File: src/design/scbg_pkg.sv
// ----------------------------------------------------------------------------
// scbg_pkg - shared types and constants for the colour bar generator
// Pixel record, configuration write request and the fixed YUV bar tables.
// ----------------------------------------------------------------------------
package scbg_pkg;

    // configuration register indexes
    localparam logic [1:0] REG_IMAGE_WIDTH  = 2'd0;
    localparam logic [1:0] REG_IMAGE_HEIGHT = 2'd1;

    localparam int CFG_INDEX_W = 2;
    localparam int CFG_DATA_W  = 13;

    // geometry after reset
    localparam int DEF_WIDTH  = 1280;
    localparam int DEF_HEIGHT = 720;
    localparam int MIN_WIDTH  = 8;
    localparam int MIN_HEIGHT = 1;

    // bar index saturates here; bar 7 and beyond are black
    localparam logic [3:0] BAR_MAX   = 4'd15;
    localparam logic [3:0] BAR_BLACK = 4'd7;

    typedef logic [7:0] t_byte;

    // bar colours: white, yellow, cyan, green, magenta, red, blue, black
    localparam t_byte BAR_Y     [8] = '{8'd180, 8'd162, 8'd131, 8'd112,
                                        8'd84,  8'd65,  8'd35,  8'd16};
    // floor(y * 8 / 10) of the row above
    localparam t_byte BAR_Y_DIM [8] = '{8'd144, 8'd129, 8'd104, 8'd89,
                                        8'd67,  8'd52,  8'd28,  8'd12};
    localparam t_byte BAR_U     [8] = '{8'd128, 8'd44,  8'd156, 8'd72,
                                        8'd184, 8'd100, 8'd212, 8'd128};
    localparam t_byte BAR_V     [8] = '{8'd128, 8'd142, 8'd44,  8'd58,
                                        8'd198, 8'd212, 8'd114, 8'd128};

    typedef struct packed {
        logic                   valid;
        logic [CFG_INDEX_W-1:0] index;
        logic [CFG_DATA_W-1:0]  data;
    } t_cfg_wr;

    typedef struct packed {
        t_byte luma;
        t_byte chroma_blue;
        t_byte chroma_red;
        logic  chroma_valid;
        logic  end_of_line;
        logic  end_of_frame;
    } t_pix;

endpackage

File: src/design/scrolling_color_bar_generator_core.sv
// ----------------------------------------------------------------------------
// scrolling_color_bar_generator_core - scrolling colour bar test pattern
// Emits one YUV pixel per request in raster order over eight colour bars.
// ----------------------------------------------------------------------------
// a taken request's pixel is registered into the result register, or into the skid while that is stalled
// throughput: one pixel per cycle while the pixel side is not stalled, set by the raster update on each taken request
// a two-entry output stage (result register plus skid) keeps tready registered
// reset: synchronous, active low; clears the raster counters and sets the
// geometry to 1280 x 720 (clamped to MAX_DIMENSION)
// ----------------------------------------------------------------------------
module scrolling_color_bar_generator_core #(
    parameter int MAX_DIMENSION = 4096
) (
    input  logic        i_clk,
    input  logic        i_rst_n,
    // request side
    input  logic        i_s_axis_tvalid,
    output logic        o_s_axis_tready,
    input  logic [7:0]  i_s_axis_tdata,   // [0] restart_pattern, rest zero
    // pixel side
    output logic        o_m_axis_tvalid,
    input  logic        i_m_axis_tready,
    output logic [23:0] o_m_axis_tdata,   // [7:0] luma, [15:8] chroma_blue,
                                          // [23:16] chroma_red
    output logic        o_m_axis_tlast,   // end_of_line
    output logic [1:0]  o_m_axis_tuser,   // [0] chroma_valid, [1] end_of_frame
    // register writes
    input  logic        i_cfg_valid,
    output logic        o_cfg_ready,
    input  logic [1:0]  i_cfg_index,
    input  logic [12:0] i_cfg_data
);
    import scbg_pkg::*;

    t_cfg_wr cfg;
    t_pix    pix;
    t_pix    r_out, r_skid;
    logic    r_out_valid, r_skid_valid;
    logic    accept, out_free;

    // registers are always writable; the user must write them only while idle, the block does not enforce it
    assign o_cfg_ready = 1'b1;
    assign cfg.valid   = i_cfg_valid;
    assign cfg.index   = i_cfg_index;
    assign cfg.data    = i_cfg_data;

    // ready depends only on the skid entry, never on the downstream ready
    assign o_s_axis_tready = ~r_skid_valid;
    assign accept          = i_s_axis_tvalid & o_s_axis_tready;

    scbg_pixel #(
        .MAX_DIMENSION (MAX_DIMENSION)
    ) u_pixel (
        .i_clk     (i_clk),
        .i_rst_n   (i_rst_n),
        .i_cfg     (cfg),
        .i_step    (accept),
        .i_restart (i_s_axis_tdata[0]),
        .o_pix     (pix)
    );

    // output register is free when empty or being taken this cycle
    assign out_free = ~r_out_valid | i_m_axis_tready;

    // control of the two output entries
    always_ff @(posedge i_clk) begin
        if (!i_rst_n) begin
            r_out_valid  <= 1'b0;
            r_skid_valid <= 1'b0;
        end else if (out_free) begin
            if (r_skid_valid) begin
                r_out_valid  <= 1'b1;
                r_skid_valid <= 1'b0;
            end else begin
                r_out_valid  <= accept;
            end
        end else if (accept) begin
            r_skid_valid <= 1'b1;
        end
    end

    // payload of the two output entries, no reset needed
    always_ff @(posedge i_clk) begin
        if (out_free) begin
            if (r_skid_valid) begin
                r_out <= r_skid;
            end else if (accept) begin
                r_out <= pix;
            end
        end else if (accept) begin
            r_skid <= pix;
        end
    end

    assign o_m_axis_tvalid = r_out_valid;
    assign o_m_axis_tdata  = {r_out.chroma_red, r_out.chroma_blue, r_out.luma};
    assign o_m_axis_tlast  = r_out.end_of_line;
    assign o_m_axis_tuser  = {r_out.end_of_frame, r_out.chroma_valid};

endmodule

File: src/design/scbg_pixel.sv
// ----------------------------------------------------------------------------
// scbg_pixel - raster counters and pixel colour logic
// Holds the geometry registers and the raster state; gives the pixel for
// the current request and advances the state when the request is taken.
// ----------------------------------------------------------------------------
module scbg_pixel #(
    parameter int MAX_DIMENSION = 4096
) (
    input  logic             i_clk,
    input  logic             i_rst_n,
    input  scbg_pkg::t_cfg_wr i_cfg,
    input  logic             i_step,
    input  logic             i_restart,
    output scbg_pkg::t_pix   o_pix
);
    import scbg_pkg::*;

    localparam int CW = $clog2(MAX_DIMENSION);
    localparam int DW = $clog2(MAX_DIMENSION + 1);
    localparam int PW = DW - 3;
    localparam int SW = DW - 2;

    localparam logic [DW-1:0] RST_W =
        DW'((DEF_WIDTH > MAX_DIMENSION) ? MAX_DIMENSION : DEF_WIDTH);
    localparam logic [DW-1:0] RST_H =
        DW'((DEF_HEIGHT > MAX_DIMENSION) ? MAX_DIMENSION : DEF_HEIGHT);

    logic [DW-1:0] r_eff_w, r_eff_h;
    logic [CW-1:0] r_col, r_row;
    logic [3:0]    r_bar;
    logic [PW-1:0] r_pos, r_scroll;

    logic [CW-1:0] c_col, c_row;
    logic [3:0]    c_bar;
    logic [PW-1:0] c_pos, c_scroll;
    logic [2:0]    sel;
    logic [SW-1:0] bw, sum, pos_inc, scr_a, scr_b, scr_c;
    logic          dim, eol, eof;
    logic [DW-1:0] n_eff_w, n_eff_h;

    // restart zeroes the raster state ahead of this pixel
    always_comb begin
        c_col    = i_restart ? '0 : r_col;
        c_row    = i_restart ? '0 : r_row;
        c_bar    = i_restart ? '0 : r_bar;
        c_pos    = i_restart ? '0 : r_pos;
        c_scroll = i_restart ? '0 : r_scroll;
    end

    assign bw  = {1'b0, r_eff_w[DW-1:3]};
    assign sel = (c_bar < BAR_BLACK) ? c_bar[2:0] : BAR_BLACK[2:0];
    assign sum = SW'(c_pos) + SW'(c_scroll);
    assign dim = (sum >= bw);
    assign eol = ((DW+1)'(c_col) + (DW+1)'(1)) >= (DW+1)'(r_eff_w);
    assign eof = eol && (((DW+1)'(c_row) + (DW+1)'(1)) >= (DW+1)'(r_eff_h));

    assign pos_inc = SW'(c_pos) + SW'(1);
    assign scr_a   = SW'(c_scroll) + SW'(2);
    assign scr_b   = (scr_a >= bw) ? scr_a - bw : scr_a;
    assign scr_c   = (scr_b >= bw) ? scr_b - bw : scr_b;

    always_comb begin
        o_pix.luma         = dim ? BAR_Y_DIM[sel] : BAR_Y[sel];
        o_pix.chroma_blue  = BAR_U[sel];
        o_pix.chroma_red   = BAR_V[sel];
        o_pix.chroma_valid = ~c_row[0] & ~c_col[0];
        o_pix.end_of_line  = eol;
        o_pix.end_of_frame = eof;
    end

    // clamp register writes into the supported range
    always_comb begin
        if (32'(i_cfg.data) < MIN_WIDTH) begin
            n_eff_w = DW'(MIN_WIDTH);
        end else if (32'(i_cfg.data) > MAX_DIMENSION) begin
            n_eff_w = DW'(MAX_DIMENSION);
        end else begin
            n_eff_w = DW'(i_cfg.data);
        end
        if (32'(i_cfg.data) < MIN_HEIGHT) begin
            n_eff_h = DW'(MIN_HEIGHT);
        end else if (32'(i_cfg.data) > MAX_DIMENSION) begin
            n_eff_h = DW'(MAX_DIMENSION);
        end else begin
            n_eff_h = DW'(i_cfg.data);
        end
    end

    always_ff @(posedge i_clk) begin
        if (!i_rst_n) begin
            r_eff_w  <= RST_W;
            r_eff_h  <= RST_H;
            r_col    <= '0;
            r_row    <= '0;
            r_bar    <= '0;
            r_pos    <= '0;
            r_scroll <= '0;
        end else if (i_cfg.valid) begin
            case (i_cfg.index)
                REG_IMAGE_WIDTH: begin
                    r_eff_w  <= n_eff_w;
                    r_col    <= '0;
                    r_row    <= '0;
                    r_bar    <= '0;
                    r_pos    <= '0;
                    r_scroll <= '0;
                end
                REG_IMAGE_HEIGHT: begin
                    r_eff_h  <= n_eff_h;
                    r_col    <= '0;
                    r_row    <= '0;
                    r_bar    <= '0;
                    r_pos    <= '0;
                    r_scroll <= '0;
                end
                default: begin
                end
            endcase
        end else if (i_step) begin
            if (eol) begin
                r_col <= '0;
                r_bar <= '0;
                r_pos <= '0;
                if (eof) begin
                    r_row    <= '0;
                    r_scroll <= scr_c[PW-1:0];
                end else begin
                    r_row    <= c_row + CW'(1);
                    r_scroll <= c_scroll;
                end
            end else begin
                r_col    <= c_col + CW'(1);
                r_row    <= c_row;
                r_scroll <= c_scroll;
                if (pos_inc >= bw) begin
                    r_pos <= '0;
                    r_bar <= (c_bar != BAR_MAX) ? c_bar + 4'd1 : c_bar;
                end else begin
                    r_pos <= pos_inc[PW-1:0];
                    r_bar <= c_bar;
                end
            end
        end
    end

endmodule

File: config.mk
export PLATFORM = sky130hd
export DESIGN_NAME = scrolling_color_bar_generator_core
export DESIGN_NICKNAME = d
export VERILOG_FILES = /design/src/design/scbg_pkg.sv /design/src/design/scrolling_color_bar_generator_core.sv /design/src/design/scbg_pixel.sv
export SDC_FILE = /design/constraint.sdc
export NUM_CORES = 1
export LEC_CHECK = 0
export ABC_AREA = 1
export ABC_CLOCK_PERIOD_IN_PS = 8300
export BUFFER_PORTS_ARGS = -buffer_cell sky130_fd_sc_hd__buf_4
export CAP_MARGIN = 20
export CELL_PAD_IN_SITES_DETAIL_PLACEMENT = 0
export CELL_PAD_IN_SITES_GLOBAL_PLACEMENT = 1
export CORE_ASPECT_RATIO = 1.25
export CORE_MARGIN = 1.5
export CORE_UTILIZATION = 50
export CTS_BUF_LIST = sky130_fd_sc_hd__clkbuf_2 sky130_fd_sc_hd__clkbuf_4 sky130_fd_sc_hd__clkbuf_8
export DETAILED_ROUTE_END_ITERATION = 8
export PLACE_DENSITY_LB_ADDON = 0.1
export SLEW_MARGIN = 40
export SYNTH_ARGS = -nofsm -noshare
export SYNTH_HDL_FRONTEND = slang
export SYNTH_SLANG_ARGS = --single-unit
File: constraint.sdc
create_clock -name i_clk -period 8.3 [get_ports i_clk]
set_clock_uncertainty 0.1 [all_clocks]
set_input_delay 0.415 -clock i_clk [delete_from_list [all_inputs] [get_ports i_clk]]
set_output_delay 0.415 -clock i_clk [all_outputs]
set_load 0.05 [all_outputs]
# == Yosys cells after proc, flatten, opt, wreduce, memory -nomap -nowiden ==
# Memory sizes are Yosys's and may differ from the RTL's.
# Index checks and enable logic that the tools add are counted.
# word_totals
regBits,130
inputBits,28
rom_bits,256
mem_count,4
wordCells,116
# memory_table
name,depth,width,rd,rd_clocked_by_memory_dff,write_ports,line,source
(name not given),8,8,1,0,0,scbg_pixel.sv:63,o_pix.luma = dim ? BAR_Y_DIM[sel] : BAR_Y[sel];
(name not given),8,8,1,0,0,scbg_pixel.sv:63,
(name not given),8,8,1,0,0,scbg_pixel.sv:64,o_pix.chroma_blue = BAR_U[sel];
(name not given),8,8,1,0,0,scbg_pixel.sv:65,o_pix.chroma_red = BAR_V[sel];
# classes
n_lt_le_gt_ge,11
n_bitwise,10
addsub,10
reduce_logical,11
muxes,46
eq_ne,3
# ops
operator,n
two-way mux 10 bit,12
two-way mux 12 bit,10
two-way mux 8 bit,9
two-way mux 27 bit,2
>= comparator 11 x 10 -> 1 bit,4
two-way mux 13 bit,3
>= comparator 14 x 13 -> 1 bit,2
two-way mux 4 bit,7
adder 12 x 1 -> 13 bit (second input constant),2
adder 12 x 1 -> 12 bit (second input constant),2
greater-than comparator 13 bit (second input constant),1
less-than comparator 13 x 1 -> 1 bit (second input constant),1
less-than comparator 13 x 4 -> 1 bit (second input constant),1
adder 10 x 1 -> 11 bit (second input constant),1
adder 10 x 10 -> 11 bit,1
adder 10 x 2 -> 11 bit (second input constant),1
two-way mux 11 bit,1
subtractor 11 x 10 -> 11 bit,1
AND reduction 2 bit,5
subtractor 10 bit,1
NOT 1 bit,6
adder 4 x 1 -> 4 bit (second input constant),1
>= comparator 4 bit (second input constant),1
less-than comparator 4 x 3 -> 1 bit (second input constant),1
12 further kinds,15

# == Longest topological paths before layout ==
# depth
ltp_word,10
depth_mapped,34
ltp_nobuf,32

# == Modules after synthesis ==
# A second synthesis with hierarchy kept.
# hier_totals
cells_unflattened,1321
area_unflattened_um2,9485.3
# by_module_without_submodules
mod,cells_per_inst,instances,area_per_inst_um2
scbg_pixel,1164,1,7408.4
scrolling_color_bar_generator_core,157,1,2077.0

# == Least setup slack after synthesis ==
# OpenSTA, ideal clock, no wires.
# synth_timing
kind,input to register
from,input i_s_axis_tdata[0]
to,register u_pixel.r_scroll[4]
path_stages,31
slack_ps,4148
arrival_time_ps,3920
n_path_buf,4
cell_sequence,inv_2 buf_8 buf_6 nand3_1 nor2_1 nand2_1 nand2_1 inv_1 ha_1 nand2_1 nand2_1 a21oi_1 nand2_1 nand3_1 nand2_4 buf_6 nand2_1 o21ai_2 ha_1 a21o_1 a21boi_0 nand2_1 nand2_1 nand2_1 nand2_1 nand3_1 buf_4 nand2_1 nand3_1 nand2_1 a21oi_1
# synth_between
elab_chain_cells,10
elab_cells_between_ends,19
cone_classes,5 x add/sub; 4 x order compare; 9 x mux; 1 x reduce/logical
# synth_rtl
item,line,source
start: declaration,scrolling_color_bar_generator_core.sv:19,"input logic [7:0] i_s_axis_tdata,"
two-way mux 10 bit,scbg_pixel.sv:47,c_scroll = i_restart ? '0 : r_scroll;
adder 10 x 2 -> 11 bit,scbg_pixel.sv:58,assign scr_a = SW'(c_scroll) + SW'(2);
subtractor 11 x 10 -> 11 bit or >= comparator 11 x 10 -> 1 bit (tied branches),scbg_pixel.sv:59,assign scr_b = (scr_a >= bw) ? scr_a - bw : scr_a;
two-way mux 11 bit,scbg_pixel.sv:59,
subtractor 10 bit or >= comparator 11 x 10 -> 1 bit (tied branches),scbg_pixel.sv:60,assign scr_c = (scr_b >= bw) ? scr_b - bw : scr_b;
two-way mux 10 bit,scbg_pixel.sv:60,
two-way mux 10 bit,scbg_pixel.sv:124,if (eof) begin
two-way mux 10 bit *,scbg_pixel.sv:120,if (eol) begin
two-way mux 10 bit *,scbg_pixel.sv:119,end else if (i_step) begin
two-way mux 10 bit *,scbg_pixel.sv:98,end else if (i_cfg.valid) begin
end signal: assignment,scbg_pixel.sv:126,r_scroll <= scr_c[PW-1:0];
end signal: assignment,scbg_pixel.sv:129,r_scroll <= c_scroll;
end signal: assignment,scbg_pixel.sv:134,r_scroll <= c_scroll;
end: declaration,scbg_pixel.sv:31,"logic [PW-1:0] r_pos, r_scroll;"
# Mark *: on every way between the ends. The rest lies on a longest branch, timed or not. The select of a mux whose other input is x is not followed.
# A chain may end at the register's enable or synchronous reset.

# == Worst setup path in the final report ==
# layout_timing
from,input i_s_axis_tdata[0]
to,register u_pixel.r_scroll[6]
# The elaborated chain is that of the path after synthesis.

==> out/metrics.csv <==
stage;metric;value;unit
synth;#FFs+latches synth;122;
finish;Final nets;1496;
power_and_ir_drop;Pwr Density;127;mW/mm²
sta;count of final setup violators;0;
sta;Max Freq;0.186;GHz
clock_tree;Root Driver;clkbuf_8;
die;Die W;125;µm
sta;setup_tns;0;ns
setup_path;R2R Path End;u_pixel.r_scroll[6];
grt;largest net degree at the start of global routing;70;
power_and_ir_drop;Gate power share;12.2;%
run;Max Cap Viol;0;
setup_path;critical path class;in -> reg;
detailed_routing;via count;8383;
setup_path;crit path launch type;input pin;
die;Initial Util;51.4;%
power_and_ir_drop;Worst VDD drop;0.158;mV
synth;post-synthesis sequential area ratio;31.1;%
setup_path;Critical Path Sink Type;register;
clock_tree;worst-skew pair later-pin latency;0.45;ns
min_path;hold depth;2;
detailed_routing;Via density;5.18;
clock_tree;buffers from clock root to sink, at most;2;
synth;dominant cell type by area after synthesis;dfxtp_1;
place;routability cong.;0.898;
grt;vias in the first global route;7932;
synth;Mapped Cells;1344;
finish;layout cells sized above 1;9.27;%
power_and_ir_drop;Pleak;4.77;nW
setup_path;worst reg2reg startpoint;u_pixel.r_scroll[4];
sta;Final Cycle Share;64.7;%
synth;Post-synth EDFFs;46;
sta;Max transition margin;46.1;%
finish;non-filler instance count after layout;1619;
detailed_routing;WL per Instance;14.5;µm
place;placed cells;1587;
clock_tree;CTS tree;built;
sta;Worst Max-Slew Pin Slew;0.808;ns
setup_path;Arr. time, crit path;5.57;ns
synth;Yosys cell types;51;
clock_tree;cts repair resizes;0;
detailed_routing;detailed-router iteration count before antenna repair;5;
grt;grt total ovfl;0;
detailed_routing;1st-iter DRT viols;422;
setup_path;CP max stage delay;0.52;ns
place;port bufs;46;
detailed_routing;drt drc;0;
min_path;Hold EP;u_pixel.r_eff_h[7];
sta;Max Transition Viols Final;0;
power_and_ir_drop;switching share of power;31.1;%
die;Die Y;156;µm
clock_tree;CTS Buf Count;17;
setup_path;worst r2r path cells;30;
synth;mapped cell area;0.00934;mm²
power_and_ir_drop;Pint;0.894;mW
setup_path;setup slack, reg-to-reg;3.28;ns
finish;most frequent cells in the layout;nand2_1 (358), inv_1 (211), nor2_1 (125);
clock_tree;H-tree levels;4;
place;dpl hpwl;17700;µm
synth;YS warnings;0;
synth;cells taking the most area after synthesis;dfxtp_1 (16%), edfxtp_1 (15%), nand2_1 (14%);
clock_tree;postcts setup bufs;0;
grt;first-pass GRT wire length;38400;µm
clock_tree;Hold Buf Count CTS;0;
setup_path;Critical Path RT;8.50;ns
synth;Async SR Flop Fraction;0;%
sta;Period minus WS final;5.37;ns
grt;initial antenna violation count;0;
power_and_ir_drop;P_sw;0.403;mW
min_path;worst hold path type;in -> reg;
clock_tree;Clock Sinks;122;
power_and_ir_drop;Clock Power Share;38.5;%
finish;Ant. Diodes;0;
setup_path;slowest CP cell;inv_2;
setup_path;CP max FO;42;
clock_tree;Clock transition at path regs;0.08;ns
sta;number of hold violations in the final report;0;
finish;commonest non-fill, non-tap cell in the layout;nand2_1;
finish;Synth-to-Final Area Change;8.92;%
setup_path;most used cell, CP;nand2_1;
synth;top_reg_cell synth;dfxtp_1;
detailed_routing;final antenna-violating net count;0;
min_path;Hold Crit Start;i_rst_n;
power_and_ir_drop;Reg power frac;49.4;%
grt;GR Util All Layers;24.7;%
die;CORE AREA;0.0182;mm²
detailed_routing;routed wire length;23400;µm
die;# rows;55;
die;die area;0.0195;mm²
die;IO Pins;58;
run_status;status;finished clean;
synth;area fraction of the dominant cell type after synthesis;16.3;%
synth;mean post-synth cell area;6.95;µm²
sta;RSZ-0062 raised after global routing;no;
cells in the mapped netlist, types with 2 or more instances:
cell / n
clkinv_1: 4
nand3b_1: 6
nand2_2: 2
nor3_2: 4
buf_6: 3
o21ai_0: 46
a21o_1: 2
nand3_4: 3
nand3_1: 62
clkbuf_1: 21
nor4_1: 6
edfxtp_1: 46
buf_2: 7
nor3_1: 8
o21bai_1: 5
o211ai_1: 11
a21oi_1: 104
nor2_4: 3
and2_1: 7
o21ai_2: 2
inv_1: 211
dfxtp_1: 76
nor2_2: 10
nand2_4: 2
fa_1: 2
conb_1: 2
xor2_1: 32
ha_1: 88
nand3_2: 4
inv_2: 5
nand2_1: 358
nand4_1: 21
xnor2_1: 16
a31oi_1: 9
o21ai_1: 4
buf_4: 6
nor2_1: 127
a22oi_1: 6
flip-flops by register name (all words and copies together), names as in the netlist:
register,count
o_m_axis_tdata,20
o_m_axis_tlast,1
o_m_axis_tuser,2
o_m_axis_tvalid,1
r_skid,23
r_skid_valid,1
u_pixel.r_bar,4
u_pixel.r_col,12
u_pixel.r_eff_h,13
u_pixel.r_eff_w,13
u_pixel.r_pos,10
u_pixel.r_row,12
u_pixel.r_scroll,10
stage by stage:
stage	instance area [µm²]	power, mW	worst slack (ns)	util [%]	hold slack (ns)
4_1_cts	10200	1.31	2.98	56.0	0.0977
3_5_place_dp	9820	0.813	2.49	54.0	0.354
5_1_grt	10200	1.35	2.46	56.0	0.131
3_3_place_gp	9810	0.810	2.53	54.0	0.350
2_1_floorplan	9350	0.765	4.15	-	0.341
6_report	10200	1.30	2.93	56.0	0.128
worst max-delay path by stage:
stage	end	depth (start not counted)	slack, ns	start
2_1_floorplan	u_pixel.r_scroll[4]	31	4.15	i_s_axis_tdata[0]
3_3_place_gp	u_pixel.r_scroll[6]	30	2.53	i_s_axis_tdata[0]
3_5_place_dp	u_pixel.r_scroll[6]	30	2.49	i_s_axis_tdata[0]
4_1_cts	u_pixel.r_scroll[6]	30	2.98	i_s_axis_tdata[0]
5_1_grt	u_pixel.r_scroll[6]	30	2.46	i_s_axis_tdata[0]
6_report	u_pixel.r_scroll[6]	30	2.93	i_s_axis_tdata[0]
layout make-up:
class                   instances  area [µm²]
multi-input cells             966        5420
inverters                     220         826
fillers                      1874        8000
clock inverters                14         113
well taps                     228         285
repair buffers                 51         383
clock buffers                  18         241
flip-flops and latches        122        2900
power by group through the flow:
| stage | Sequential, mW | Combinational (mW) | Clock (mW) |
|---|---|---|---|
| after detailed placement | 0.654 | 0.158 | 0 |
| after global routing | 0.642 | 0.174 | 0.531 |
| final | 0.640 | 0.158 | 0.498 |
| after floorplan | 0.674 | 0.0909 | 0 |
| after global placement | 0.654 | 0.156 | 0 |
| after CTS | 0.640 | 0.159 | 0.509 |
critical path, delay by kind of cell:
| family | cells | cell delay [ns] |
|---|---|---|
| buf+inv | 7 | 1.29 |
| fa+ha+maj | 2 | 0.66 |
| simple gates | 17 | 2.54 |
| compound gates | 4 | 0.60 |
layer usage:
metal  vias to the layer above  global-route usage (%)  part of all wire [%]
li1                       4388                       -                     -
met1                      3795                    29.2                    45
met2                       160                    44.4                    49
met3                        40                    3.91                   3.5
met4                         0                    9.96                   3.0
met5                         -                       0                     0
kinds of logic (layout without fill, tap and decap cells):
group           Yosys count  after routing  synth area share (%)
simple gates            627            627                  29.3
buf+inv                 258            303                  11.1
compound gates          197            197                  11.8
flops                   122            122                  31.1
fa+ha+maj                90             90                  12.2
xor+xnor                 48             48                  4.50
other cells               2              4                0.0804
Power figures use the tool's default switching activity.
